$ cat config.mk
export PLATFORM = sky130hd
export DESIGN_NAME = centered_moving_average_filter_bank
export DESIGN_NICKNAME = d
export VERILOG_FILES = /design/src/hdl/cma_pkg.sv /design/src/hdl/cma_cell.sv /design/src/hdl/cma_div.sv /design/src/hdl/cma_stage.sv /design/src/hdl/centered_moving_average_filter_bank.sv
export SDC_FILE = /design/constraint.sdc
export NUM_CORES = 2
export LEC_CHECK = 0
export ABC_AREA = 1
export ABC_CLOCK_PERIOD_IN_PS = 22900
export BUFFER_PORTS_ARGS = -buffer_cell sky130_fd_sc_hd__buf_2
export CORE_MARGIN = 2
export CORE_UTILIZATION = 58
export DETAILED_ROUTE_END_ITERATION = 12
export GPL_ROUTABILITY_DRIVEN = 0
export GPL_TIMING_DRIVEN = 0
export PLACE_DENSITY = 0.84
export REMOVE_ABC_BUFFERS = 1
export SLEW_MARGIN = 20
export SYNTH_ARGS = -nofsm -noshare
export SYNTH_HDL_FRONTEND = slang
export SYNTH_HIERARCHICAL = 1
export SYNTH_SLANG_ARGS = --single-unit
$ cat constraint.sdc
create_clock -name clock -period 22.9 [get_ports clock]
set_clock_uncertainty 0.05 [all_clocks]
set_input_delay 1.145 -clock clock [delete_from_list [all_inputs] [get_ports clock]]
set_output_delay 1.145 -clock clock [all_outputs]
set_load 0.01 [all_outputs]
$ cat src/hdl/cma_pkg.sv
// ----------------------------------------------------------------------------
// cma_pkg
// Shared widths, codes and types of the centered moving average filter bank.
// ----------------------------------------------------------------------------
package cma_pkg;

   localparam int MAX_HALF = 16;
   localparam int SAMPLE_W = 16;
   localparam int DEPTH    = 2 * MAX_HALF + 1;
   localparam int HALF_W   = 5;
   localparam int CNT_W    = $clog2(DEPTH + 1);
   localparam int SUM_W    = SAMPLE_W + CNT_W;
   localparam int MAG_W    = SUM_W - 1;
   localparam int MODE_W   = 2;
   localparam int IDX_W    = 2;

   localparam logic [MODE_W-1:0] MODE_LOW  = 2'd0;
   localparam logic [MODE_W-1:0] MODE_HIGH = 2'd1;
   localparam logic [MODE_W-1:0] MODE_BAND = 2'd2;

   localparam logic [IDX_W-1:0] REG_MODE   = 2'd0;
   localparam logic [IDX_W-1:0] REG_SINGLE = 2'd1;
   localparam logic [IDX_W-1:0] REG_SMOOTH = 2'd2;
   localparam logic [IDX_W-1:0] REG_TREND  = 2'd3;

   typedef enum logic [2:0] {
      ST_IDLE,
      ST_LOAD,
      ST_SCAN,
      ST_START,
      ST_DIV,
      ST_HOLD
   } stage_state_type;

   typedef struct packed {
      logic shift;
      logic load;
      logic scan;
   } cell_ctl_type;

   typedef struct packed {
      logic signed [SAMPLE_W-1:0] avg;
      logic signed [SAMPLE_W-1:0] ctr;
      logic                       last;
   } stage_res_type;

endpackage

$ cat src/hdl/cma_cell.sv
// ----------------------------------------------------------------------------
// cma_cell
// One tap of the delay line plus one slot of the scan chain that feeds the sum.
// ----------------------------------------------------------------------------
module cma_cell (
   input  logic                            clock,
   input  cma_pkg::cell_ctl_type           ctl,
   input  logic [cma_pkg::SAMPLE_W-1:0]    tap_prev,
   input  logic [cma_pkg::SAMPLE_W-1:0]    scan_next,
   output logic [cma_pkg::SAMPLE_W-1:0]    tap,
   output logic [cma_pkg::SAMPLE_W-1:0]    scan
);
   import cma_pkg::*;

   logic [SAMPLE_W-1:0] tap_ff, tap_in;
   logic [SAMPLE_W-1:0] scan_ff, scan_in;

   always_comb begin
      tap_in  = ctl.shift ? tap_prev : tap_ff;
      scan_in = scan_ff;
      if (ctl.load) begin
         scan_in = tap_ff;
      end else if (ctl.scan) begin
         scan_in = scan_next;
      end
   end

   always_ff @(posedge clock) begin
      tap_ff  <= tap_in;
      scan_ff <= scan_in;
   end

   assign tap  = tap_ff;
   assign scan = scan_ff;

endmodule

$ cat src/hdl/cma_div.sv
// ----------------------------------------------------------------------------
// cma_div
// Serial restoring divider: window sum by sample count, truncating to zero.
// ----------------------------------------------------------------------------
module cma_div (
   input  logic                                clock,
   input  logic                                reset,
   input  logic                                start,
   input  logic signed [cma_pkg::SUM_W-1:0]    dividend,
   input  logic [cma_pkg::CNT_W-1:0]           divisor,
   output logic                                done,
   output logic signed [cma_pkg::SAMPLE_W-1:0] quotient
);
   import cma_pkg::*;

   localparam int STEP_W = $clog2(MAG_W + 1);

   logic              busy_ff, busy_in;
   logic              done_ff, done_in;
   logic [STEP_W-1:0] step_ff, step_in;
   logic [CNT_W-1:0]  rem_ff, rem_in;
   logic [MAG_W-1:0]  quo_ff, quo_in;
   logic              neg_ff, neg_in;
   logic [CNT_W-1:0]  div_ff, div_in;

   logic [SUM_W-1:0]  abs_val;
   logic [CNT_W:0]    rem_sh;
   logic [CNT_W:0]    rem_sub;
   logic              ge;
   logic [MAG_W-1:0]  q_signed;

   always_comb begin
      abs_val = dividend[SUM_W-1] ? (~dividend + SUM_W'(1)) : dividend;
      rem_sh  = {rem_ff, quo_ff[MAG_W-1]};
      rem_sub = rem_sh - {1'b0, div_ff};
      ge      = rem_sh >= {1'b0, div_ff};

      busy_in = busy_ff;
      done_in = 1'b0;
      step_in = step_ff;
      rem_in  = rem_ff;
      quo_in  = quo_ff;
      neg_in  = neg_ff;
      div_in  = div_ff;
      if (start) begin
         busy_in = 1'b1;
         step_in = STEP_W'(MAG_W);
         rem_in  = '0;
         quo_in  = abs_val[MAG_W-1:0];
         neg_in  = dividend[SUM_W-1];
         div_in  = divisor;
      end else if (busy_ff) begin
         step_in = step_ff - STEP_W'(1);
         rem_in  = ge ? rem_sub[CNT_W-1:0] : rem_sh[CNT_W-1:0];
         quo_in  = {quo_ff[MAG_W-2:0], ge};
         if (step_ff == STEP_W'(1)) begin
            busy_in = 1'b0;
            done_in = 1'b1;
         end
      end
   end

   always_ff @(posedge clock) begin
      if (reset) begin
         busy_ff <= 1'b0;
         done_ff <= 1'b0;
      end else begin
         busy_ff <= busy_in;
         done_ff <= done_in;
      end
      step_ff <= step_in;
      rem_ff  <= rem_in;
      quo_ff  <= quo_in;
      neg_ff  <= neg_in;
      div_ff  <= div_in;
   end

   assign q_signed = neg_ff ? (~quo_ff + MAG_W'(1)) : quo_ff;
   assign quotient = q_signed[SAMPLE_W-1:0];
   assign done     = done_ff;

endmodule

$ cat src/hdl/cma_stage.sv
// ----------------------------------------------------------------------------
// cma_stage
// One centered moving average: a chain of tap cells, a serial window sum and
// a serial divider, emitting (mean, center) pairs one at a time.
// ----------------------------------------------------------------------------
module cma_stage (
   input  logic                                clock,
   input  logic                                reset,
   input  logic                                clr_seen,
   input  logic [cma_pkg::HALF_W-1:0]          half,
   input  logic                                push_valid,
   input  logic [cma_pkg::SAMPLE_W-1:0]        push_sample,
   input  logic                                push_last,
   output logic                                push_ready,
   output logic                                res_valid,
   output cma_pkg::stage_res_type              res,
   input  logic                                res_ready
);
   import cma_pkg::*;

   stage_state_type state_ff, state_in;

   logic [CNT_W-1:0]    seen_ff, seen_in;
   logic [HALF_W-1:0]   p_ff, p_in;
   logic                last_ff, last_in;
   logic [CNT_W-1:0]    cnt_ff, cnt_in;
   logic [CNT_W-1:0]    k_ff, k_in;
   logic signed [SUM_W-1:0] acc_ff, acc_in;
   logic [SAMPLE_W-1:0] ctr_ff, ctr_in;

   cell_ctl_type        ctl;
   logic [SAMPLE_W-1:0] tap  [DEPTH];
   logic [SAMPLE_W-1:0] scan [DEPTH];

   logic [CNT_W-1:0]    seen_sat;
   logic [CNT_W-1:0]    half_ext;
   logic [CNT_W-1:0]    p_ext;
   logic [CNT_W-1:0]    newer;
   logic [CNT_W-1:0]    older;
   logic                res_done;
   logic                div_start;
   logic                div_done;
   logic signed [SAMPLE_W-1:0] div_q;

   genvar gi;
   generate
      for (gi = 0; gi < DEPTH; gi++) begin : g_cell
         logic [SAMPLE_W-1:0] prev_w;
         logic [SAMPLE_W-1:0] next_w;
         if (gi == 0) begin : g_head
            assign prev_w = push_sample;
         end else begin : g_body
            assign prev_w = tap[gi-1];
         end
         if (gi == DEPTH - 1) begin : g_tail
            assign next_w = '0;
         end else begin : g_link
            assign next_w = scan[gi+1];
         end
         cma_cell u_cell (
            .clock     (clock),
            .ctl       (ctl),
            .tap_prev  (prev_w),
            .scan_next (next_w),
            .tap       (tap[gi]),
            .scan      (scan[gi])
         );
      end
   endgenerate

   cma_div u_div (
      .clock    (clock),
      .reset    (reset),
      .start    (div_start),
      .dividend (acc_ff),
      .divisor  (cnt_ff),
      .done     (div_done),
      .quotient (div_q)
   );

   always_comb begin
      seen_sat = (seen_ff == CNT_W'(DEPTH)) ? seen_ff : seen_ff + CNT_W'(1);
      half_ext = CNT_W'(half);
      p_ext    = CNT_W'(p_ff);
      newer    = seen_ff - CNT_W'(1) - p_ext;
      older    = (newer > half_ext) ? half_ext : newer;
      res_done = res_ready && (state_ff == ST_HOLD);
   end

   // next state
   always_comb begin
      state_in = state_ff;
      case (state_ff)
         ST_IDLE: begin
            if (push_valid && (seen_sat > half_ext || push_last)) begin
               state_in = ST_LOAD;
            end
         end
         ST_LOAD:  state_in = ST_SCAN;
         ST_SCAN: begin
            if (k_ff == cnt_ff - CNT_W'(1)) begin
               state_in = ST_START;
            end
         end
         ST_START: state_in = ST_DIV;
         ST_DIV: begin
            if (div_done) begin
               state_in = ST_HOLD;
            end
         end
         ST_HOLD: begin
            if (res_ready) begin
               state_in = (last_ff && p_ff != '0) ? ST_LOAD : ST_IDLE;
            end
         end
         default: state_in = ST_IDLE;
      endcase
   end

   // outputs
   always_comb begin
      ctl.shift  = (state_ff == ST_IDLE) && push_valid;
      ctl.load   = (state_ff == ST_LOAD);
      ctl.scan   = (state_ff == ST_SCAN);
      div_start  = (state_ff == ST_START);
      push_ready = (state_ff == ST_IDLE);
      res_valid  = (state_ff == ST_HOLD);
      res.avg    = div_q;
      res.ctr    = ctr_ff;
      res.last   = last_ff && (p_ff == '0);
   end

   always_comb begin
      seen_in = seen_ff;
      p_in    = p_ff;
      last_in = last_ff;
      cnt_in  = cnt_ff;
      k_in    = k_ff;
      acc_in  = acc_ff;
      ctr_in  = ctr_ff;
      if (clr_seen) begin
         seen_in = '0;
      end else if (ctl.shift) begin
         seen_in = seen_sat;
      end else if (res_done && last_ff && p_ff == '0) begin
         seen_in = '0;
      end
      if (ctl.shift) begin
         last_in = push_last;
         if (seen_sat > half_ext) begin
            p_in = half;
         end else begin
            p_in = HALF_W'(seen_sat - CNT_W'(1));
         end
      end else if (res_done && last_ff && p_ff != '0) begin
         p_in = p_ff - HALF_W'(1);
      end
      if (ctl.load) begin
         cnt_in = p_ext + CNT_W'(1) + older;
         k_in   = '0;
         acc_in = '0;
      end else if (ctl.scan) begin
         k_in   = k_ff + CNT_W'(1);
         acc_in = acc_ff + SUM_W'(signed'(scan[0]));
         if (k_ff == p_ext) begin
            ctr_in = scan[0];
         end
      end
   end

   always_ff @(posedge clock) begin
      if (reset) begin
         state_ff <= ST_IDLE;
         seen_ff  <= '0;
      end else begin
         state_ff <= state_in;
         seen_ff  <= seen_in;
      end
      p_ff    <= p_in;
      last_ff <= last_in;
      cnt_ff  <= cnt_in;
      k_ff    <= k_in;
      acc_ff  <= acc_in;
      ctr_ff  <= ctr_in;
   end

   a_scan_in_window: assert property (@(posedge clock) disable iff (reset)
      state_ff == ST_SCAN |-> k_ff < cnt_ff)
      else $error("scan index ran past the window");
   a_center_in_window: assert property (@(posedge clock) disable iff (reset)
      state_ff == ST_SCAN |-> p_ext < cnt_ff)
      else $error("center lies outside the window");
   a_hold_until_taken: assert property (@(posedge clock) disable iff (reset)
      state_ff == ST_HOLD && !res_ready |=> state_ff == ST_HOLD)
      else $error("result dropped before it was taken");

endmodule

$ cat src/hdl/centered_moving_average_filter_bank.sv
// ----------------------------------------------------------------------------
// centered_moving_average_filter_bank
// Low, high and band pass centered moving averages over sample blocks.
// ----------------------------------------------------------------------------
// Each result is computed once the item that completes its window arrives:
// the stage scans the window (count = samples in the window, up to 33) into a
// serial sum and then divides; band pass chains two stages.
// A stage takes no new item while it computes a result. A block end flushes
// up to 16 results per stage serially; the scan of the cell chain and the
// 21-step serial divider set how long each result takes.
// Reset: synchronous; state and settings take defaults, the block starts empty.
// ----------------------------------------------------------------------------
module centered_moving_average_filter_bank (
   input  logic                                clock,
   input  logic                                reset,
   input  logic                                req_valid,
   output logic                                req_stall,
   input  logic signed [cma_pkg::SAMPLE_W-1:0] req_sample,
   input  logic                                req_block_end,
   output logic                                rsp_valid,
   input  logic                                rsp_stall,
   output logic signed [cma_pkg::SAMPLE_W-1:0] rsp_filtered,
   output logic                                rsp_final_res,
   input  logic                                csr_write_enable,
   input  logic [cma_pkg::IDX_W-1:0]           csr_index,
   input  logic [cma_pkg::HALF_W-1:0]          csr_write_data
);
   import cma_pkg::*;

   function automatic logic [HALF_W-1:0] clamp_half(input logic [HALF_W-1:0] h);
      return (h > HALF_W'(MAX_HALF)) ? HALF_W'(MAX_HALF) : h;
   endfunction

   logic [MODE_W-1:0] mode_ff, mode_in;
   logic [HALF_W-1:0] single_ff, single_in;
   logic [HALF_W-1:0] smooth_ff, smooth_in;
   logic [HALF_W-1:0] trend_ff, trend_in;

   logic                rsp_valid_ff, rsp_valid_in;
   logic [SAMPLE_W-1:0] rsp_data_ff, rsp_data_in;
   logic                rsp_final_ff, rsp_final_in;

   logic          band;
   logic [HALF_W-1:0] s1_half;
   logic          s1_push_ready, s1_res_valid, s1_res_ready;
   logic          s2_push_ready, s2_res_valid;
   stage_res_type s1_res, s2_res;
   logic          out_free;

   assign band     = (mode_ff == MODE_BAND);
   assign s1_half  = band ? clamp_half(smooth_ff) : clamp_half(single_ff);
   assign out_free = !rsp_valid_ff || !rsp_stall;

   // take a new item only once both stages have drained
   assign req_stall    = !(s1_push_ready && s2_push_ready);
   assign s1_res_ready = band ? s2_push_ready : out_free;

   cma_stage u_smooth (
      .clock       (clock),
      .reset       (reset),
      .clr_seen    (csr_write_enable),
      .half        (s1_half),
      .push_valid  (req_valid && !req_stall),
      .push_sample (req_sample),
      .push_last   (req_block_end),
      .push_ready  (s1_push_ready),
      .res_valid   (s1_res_valid),
      .res         (s1_res),
      .res_ready   (s1_res_ready)
   );

   cma_stage u_trend (
      .clock       (clock),
      .reset       (reset),
      .clr_seen    (csr_write_enable),
      .half        (clamp_half(trend_ff)),
      .push_valid  (s1_res_valid && band),
      .push_sample (s1_res.avg),
      .push_last   (s1_res.last),
      .push_ready  (s2_push_ready),
      .res_valid   (s2_res_valid),
      .res         (s2_res),
      .res_ready   (out_free)
   );

   always_comb begin
      mode_in   = mode_ff;
      single_in = single_ff;
      smooth_in = smooth_ff;
      trend_in  = trend_ff;
      if (csr_write_enable) begin
         case (csr_index)
            REG_MODE:   mode_in   = csr_write_data[MODE_W-1:0];
            REG_SINGLE: single_in = csr_write_data;
            REG_SMOOTH: smooth_in = csr_write_data;
            REG_TREND:  trend_in  = csr_write_data;
            default:    mode_in   = mode_ff;
         endcase
      end
   end

   always_comb begin
      rsp_valid_in = rsp_valid_ff && rsp_stall;
      rsp_data_in  = rsp_data_ff;
      rsp_final_in = rsp_final_ff;
      if (out_free) begin
         if (band && s2_res_valid) begin
            rsp_valid_in = 1'b1;
            rsp_data_in  = s2_res.ctr - s2_res.avg;
            rsp_final_in = s2_res.last;
         end else if (!band && s1_res_valid) begin
            rsp_valid_in = 1'b1;
            rsp_data_in  = (mode_ff == MODE_HIGH) ? s1_res.ctr - s1_res.avg : s1_res.avg;
            rsp_final_in = s1_res.last;
         end
      end
   end

   always_ff @(posedge clock) begin
      if (reset) begin
         mode_ff      <= MODE_LOW;
         single_ff    <= HALF_W'(10);
         smooth_ff    <= HALF_W'(3);
         trend_ff     <= HALF_W'(12);
         rsp_valid_ff <= 1'b0;
      end else begin
         mode_ff      <= mode_in;
         single_ff    <= single_in;
         smooth_ff    <= smooth_in;
         trend_ff     <= trend_in;
         rsp_valid_ff <= rsp_valid_in;
      end
      rsp_data_ff  <= rsp_data_in;
      rsp_final_ff <= rsp_final_in;
   end

   assign rsp_valid     = rsp_valid_ff;
   assign rsp_filtered  = rsp_data_ff;
   assign rsp_final_res = rsp_final_ff;

   a_trend_idle_outside_band: assert property (@(posedge clock) disable iff (reset)
      !band |-> s2_push_ready)
      else $error("trend stage busy outside band pass");
   a_item_only_when_drained: assert property (@(posedge clock) disable iff (reset)
      req_valid && !req_stall |=> !s2_res_valid)
      else $error("trend stage held a result across a new item");
   a_stalled_result_holds: assert property (@(posedge clock) disable iff (reset)
      rsp_valid_ff && rsp_stall |=>
         rsp_valid_ff && $stable(rsp_data_ff) && $stable(rsp_final_ff))
      else $error("stalled result changed before it was taken");

endmodule

==> reports/metrics.cfg <==
[outcome]
run_status=finished, final reports clean

[floorplan]
die_x_um=418
core_area_um2=170000
die_h_um=418
placement_rows=151
ios=48
effective_utilization_at_floorplan_pct=58.5
floorplan.die_area_um2=175000

[hold_path]
worst_hold_startpoint=u_trend/g_cell[1].u_cell/tap[9]$_DFFE_PP_
hold_removal_path_class=register to register
hold_depth=0
hold_path_end=u_trend/g_cell[2].u_cell/tap[9]$_DFFE_PP_

[clock_tree]
cts_root_buffer=sky130_fd_sc_hd__clkbuf_16
cts.path.max_buffers=3
cts_htree_levels=4
clock_sinks=2359
postCtsHoldBufs=0
clk_latency_ps=870
tritoncts.num_buffers=220
clkTransAtPathRegs_ps=70
postCtsResizedCells=0
cts_setup_buffers=0
cts_tree=done

[synth]
yosys_register_bits=2359
mapped_area_um2=99400
async_reset_ff_share_pct=0
ys.flop_type=sky130_fd_sc_hd__edfxtp_1
syn-instance-count=8383
synth-seq-area-share_pct=70.1
post_synth.cell_area_avg_um2=11.9
ys.warnings.count=6
synth_edf_count=2241
yosys.cell_types.count=59

[power_and_ir_drop]
static_leakage_power_nw=42.9
ir_worst_vdd_mv=0.0942
total_power_mw=13.3
power_density_nw_per_um2=122

[layout]
final.fill_count=11209
area_growth_syn_to_layout_pct=9.23
mostFrequentLayoutCell=sky130_fd_sc_hd__nand2_1
final_cell_count_no_fill=10935
design.final.nets=8709
final_cell_mix=sky130_fd_sc_hd__nand2_1, sky130_fd_sc_hd__edfxtp_1, sky130_fd_sc_hd__inv_1, sky130_fd_sc_hd__nand2_2, sky130_fd_sc_hd__clkbuf_16
share_of_post_route_cells_with_drive_strength_above_1_pct=11.1
layout.core_utilization_pct=63.9

[sta]
timing.final.crit_period_ps=4350
unrepaired_setup_endpoints_after_global_routing=false
final_min_period_over_clock_period_pct=19.0
maxSlewViolCount=0
timing.hold.ws_ps=348
tightest_slew_ps=1070
fmax_mhz=230
final_setup_viols=0
max_slew_margin_pct=28.7
final-hold-violation-count=0

[global_route]
grt_start_max_net_pins=108
number_of_global_route_vias_before_repair=61630
grt_pass1_wl_um=326000
overflow=0
grt_use_total_pct=23.4
grt_antenna_before_repair=9

[setup_path]
critical_path.max_stage_delay_ps=440
crit-reg2reg-capture=u_smooth/cnt_ff[4]$_DFFE_PP_
critPathMaxFanout=12
critPathCaptureType=register
crit_chain=inv_1 > nand2_1 > nor2_1 > inv_1 > o21ai_0 > inv_1 > ha_1 > nand2_1 > o21ai_0 > a21oi_1 > nor2_1 > a21oi_1 > o21ai_1 > o21ai_0 > ha_1 > fa_1 > o21ai_0 > xor2_1
worstRegToRegCells=18
setup.worst_path.class=register to register
worstSetupStartpoint=mode_ff[0]$_SDFFE_PP0P_
required_time_worst_endpoint_ps=23450
critical_path_arrival_ps=4900
critPathSlowestCell=sky130_fd_sc_hd__fa_1
r2r_slack_ps=18550
path_common_cell=sky130_fd_sc_hd__o21ai_0
timing.critical_path.from_type=register
ff_to_ff_start=mode_ff[0]$_SDFFE_PP0P_

[detailed_routing]
route.vias.total=61331
route.detailed.wl_per_inst_um=18.8
detail-route-antenna-nets=0
remaining_drc_errors=0
wirelength_um=206000
detail_route.vias_per_cell=5.61
dr.first_iter.drc_count=7165
detail_route.first_pass.iterations=7

[run]
maxCapViolations=0

[placed_design]
detailed_place_hpwl_um=130000
dp_cells=10520
port_buffers=47

cells in the mapped netlist, types with 4 or more instances:
cell	instances	area, µm²
sky130_fd_sc_hd__a21o_1	5	37.5
sky130_fd_sc_hd__a21oi_1	161	806
sky130_fd_sc_hd__a21oi_2	6	52.6
sky130_fd_sc_hd__a31oi_1	4	25.0
sky130_fd_sc_hd__buf_12	66	1320
sky130_fd_sc_hd__buf_2	20	100
sky130_fd_sc_hd__buf_4	10	75.1
sky130_fd_sc_hd__buf_6	132	1490
sky130_fd_sc_hd__clkbuf_1	13	48.8
sky130_fd_sc_hd__dfxtp_1	118	2360
sky130_fd_sc_hd__edfxtp_1	2241	67300
sky130_fd_sc_hd__fa_1	10	200
sky130_fd_sc_hd__ha_1	146	1830
sky130_fd_sc_hd__inv_1	473	1780
sky130_fd_sc_hd__inv_2	13	48.8
sky130_fd_sc_hd__inv_6	66	578
sky130_fd_sc_hd__nand2_1	3539	13300
sky130_fd_sc_hd__nand2_2	347	2170
sky130_fd_sc_hd__nand2_4	6	67.6
sky130_fd_sc_hd__nand3_1	200	1000
sky130_fd_sc_hd__nand3_2	12	120
sky130_fd_sc_hd__nand3b_1	14	105
sky130_fd_sc_hd__nand4_1	51	319
sky130_fd_sc_hd__nor2_1	204	766
sky130_fd_sc_hd__nor2_2	11	68.8
sky130_fd_sc_hd__nor2_4	8	90.1
sky130_fd_sc_hd__nor3_1	28	140
sky130_fd_sc_hd__nor3_2	8	80.1
sky130_fd_sc_hd__nor4_1	4	25.0
sky130_fd_sc_hd__o211ai_1	11	82.6
sky130_fd_sc_hd__o21a_1	11	82.6
sky130_fd_sc_hd__o21ai_0	166	831
sky130_fd_sc_hd__o21ai_1	21	105
sky130_fd_sc_hd__o21ai_2	11	96.3
sky130_fd_sc_hd__o21bai_1	31	233
sky130_fd_sc_hd__o22ai_1	17	106
sky130_fd_sc_hd__or2_0	4	25.0
sky130_fd_sc_hd__or2_1	67	419
sky130_fd_sc_hd__or2_2	5	31.3
sky130_fd_sc_hd__xnor2_1	18	158
sky130_fd_sc_hd__xor2_1	75	657
cell type report:
| class | instances | area [µm²] | share of cell area (%) |
|---|---|---|---|
| clock buffer | 267 | 5690 | 5.24 |
| clock inverter | 144 | 1660 | 1.53 |
| inverter | 555 | 2430 | 2.23 |
| sequential | 2359 | 69700 | 64.2 |
| tap | 2218 | 2780 | 2.56 |
| antenna | 4 | 10.0 | 0.00922 |
| timing repair buffer | 132 | 1890 | 1.74 |
| multi-input combinational | 5256 | 24400 | 22.5 |
worst max-delay path by stage:
stage | end | slack, ps | cells after the start
after floorplan | u_trend/acc_ff[11]$_SDFFE_PP0P_ | -4710 | 6
after global placement | u_trend/acc_ff[20]$_SDFFE_PP0P_ | -21120 | 6
after detailed placement | u_smooth/g_cell[32].u_cell/tap[5]$_DFFE_PP_ | 18400 | 9
after CTS | u_smooth/cnt_ff[4]$_DFFE_PP_ | 18520 | 18
after global routing | u_smooth/cnt_ff[4]$_DFFE_PP_ | 18210 | 18
final | u_smooth/cnt_ff[4]$_DFFE_PP_ | 18550 | 18
per-stage QoR:
step | setup slack [ps] | TNS (ps) | instance area (µm²)
finish | 18550 | 0 | 109000
global route | 18210 | 0 | 109000
CTS | 18520 | 0 | 109000
detailed placement | 18400 | 0 | 101000
global placement | -21120 | - | 99500
floorplan | -4710 | -123450 | 96500
critical path, delay by kind of cell (launching register included):
kind	cells	cell delay, ps
AOI/OAI and AO/OA	7	1580
adders and majority gates	3	1040
and+or+nand+nor	4	640
buffers and inverters	3	380
DFF	1	310
xor gates and xnor gates	1	90
flip-flops by register name, indices dropped and copies added (netlist names), 16 cells and up:
register,count
u_trend/acc_ff,22
u_trend/u_div/quo_ff,21
u_trend/g_cell.u_cell/tap,528
u_smooth/ctr_ff,16
u_smooth/g_cell.u_cell/scan,528
u_smooth/g_cell.u_cell/tap,528
u_trend/ctr_ff,16
rsp_filtered,16
u_smooth/u_div/quo_ff,21
u_trend/g_cell.u_cell/scan,528
u_smooth/acc_ff,22
metal layers:
layer	track usage (%)	share of wire, %
met1	29.7	39
met2	40.4	51
met3	3.41	6.9
met4	9.50	3.7
met5	0	0
power breakdown:
group | switching (mW) | internal [mW]
Sequential | 0.466 | 6.13
Clock | 1.64 | 2.09
Combinational | 2.10 | 0.857
cells by family after synthesis:
family	after synthesis	synth area share, %
other	2	0.00756
AND/OR/NAND/NOR	4513	18.9
adder cells (fa/ha/maj)	156	2.04
buffers and inverters	798	5.49
flip-flops	2359	70.1
AO/OA/AOI/OAI	459	2.61
XOR/XNOR	96	0.880
(Power assumes the default switching activity.)
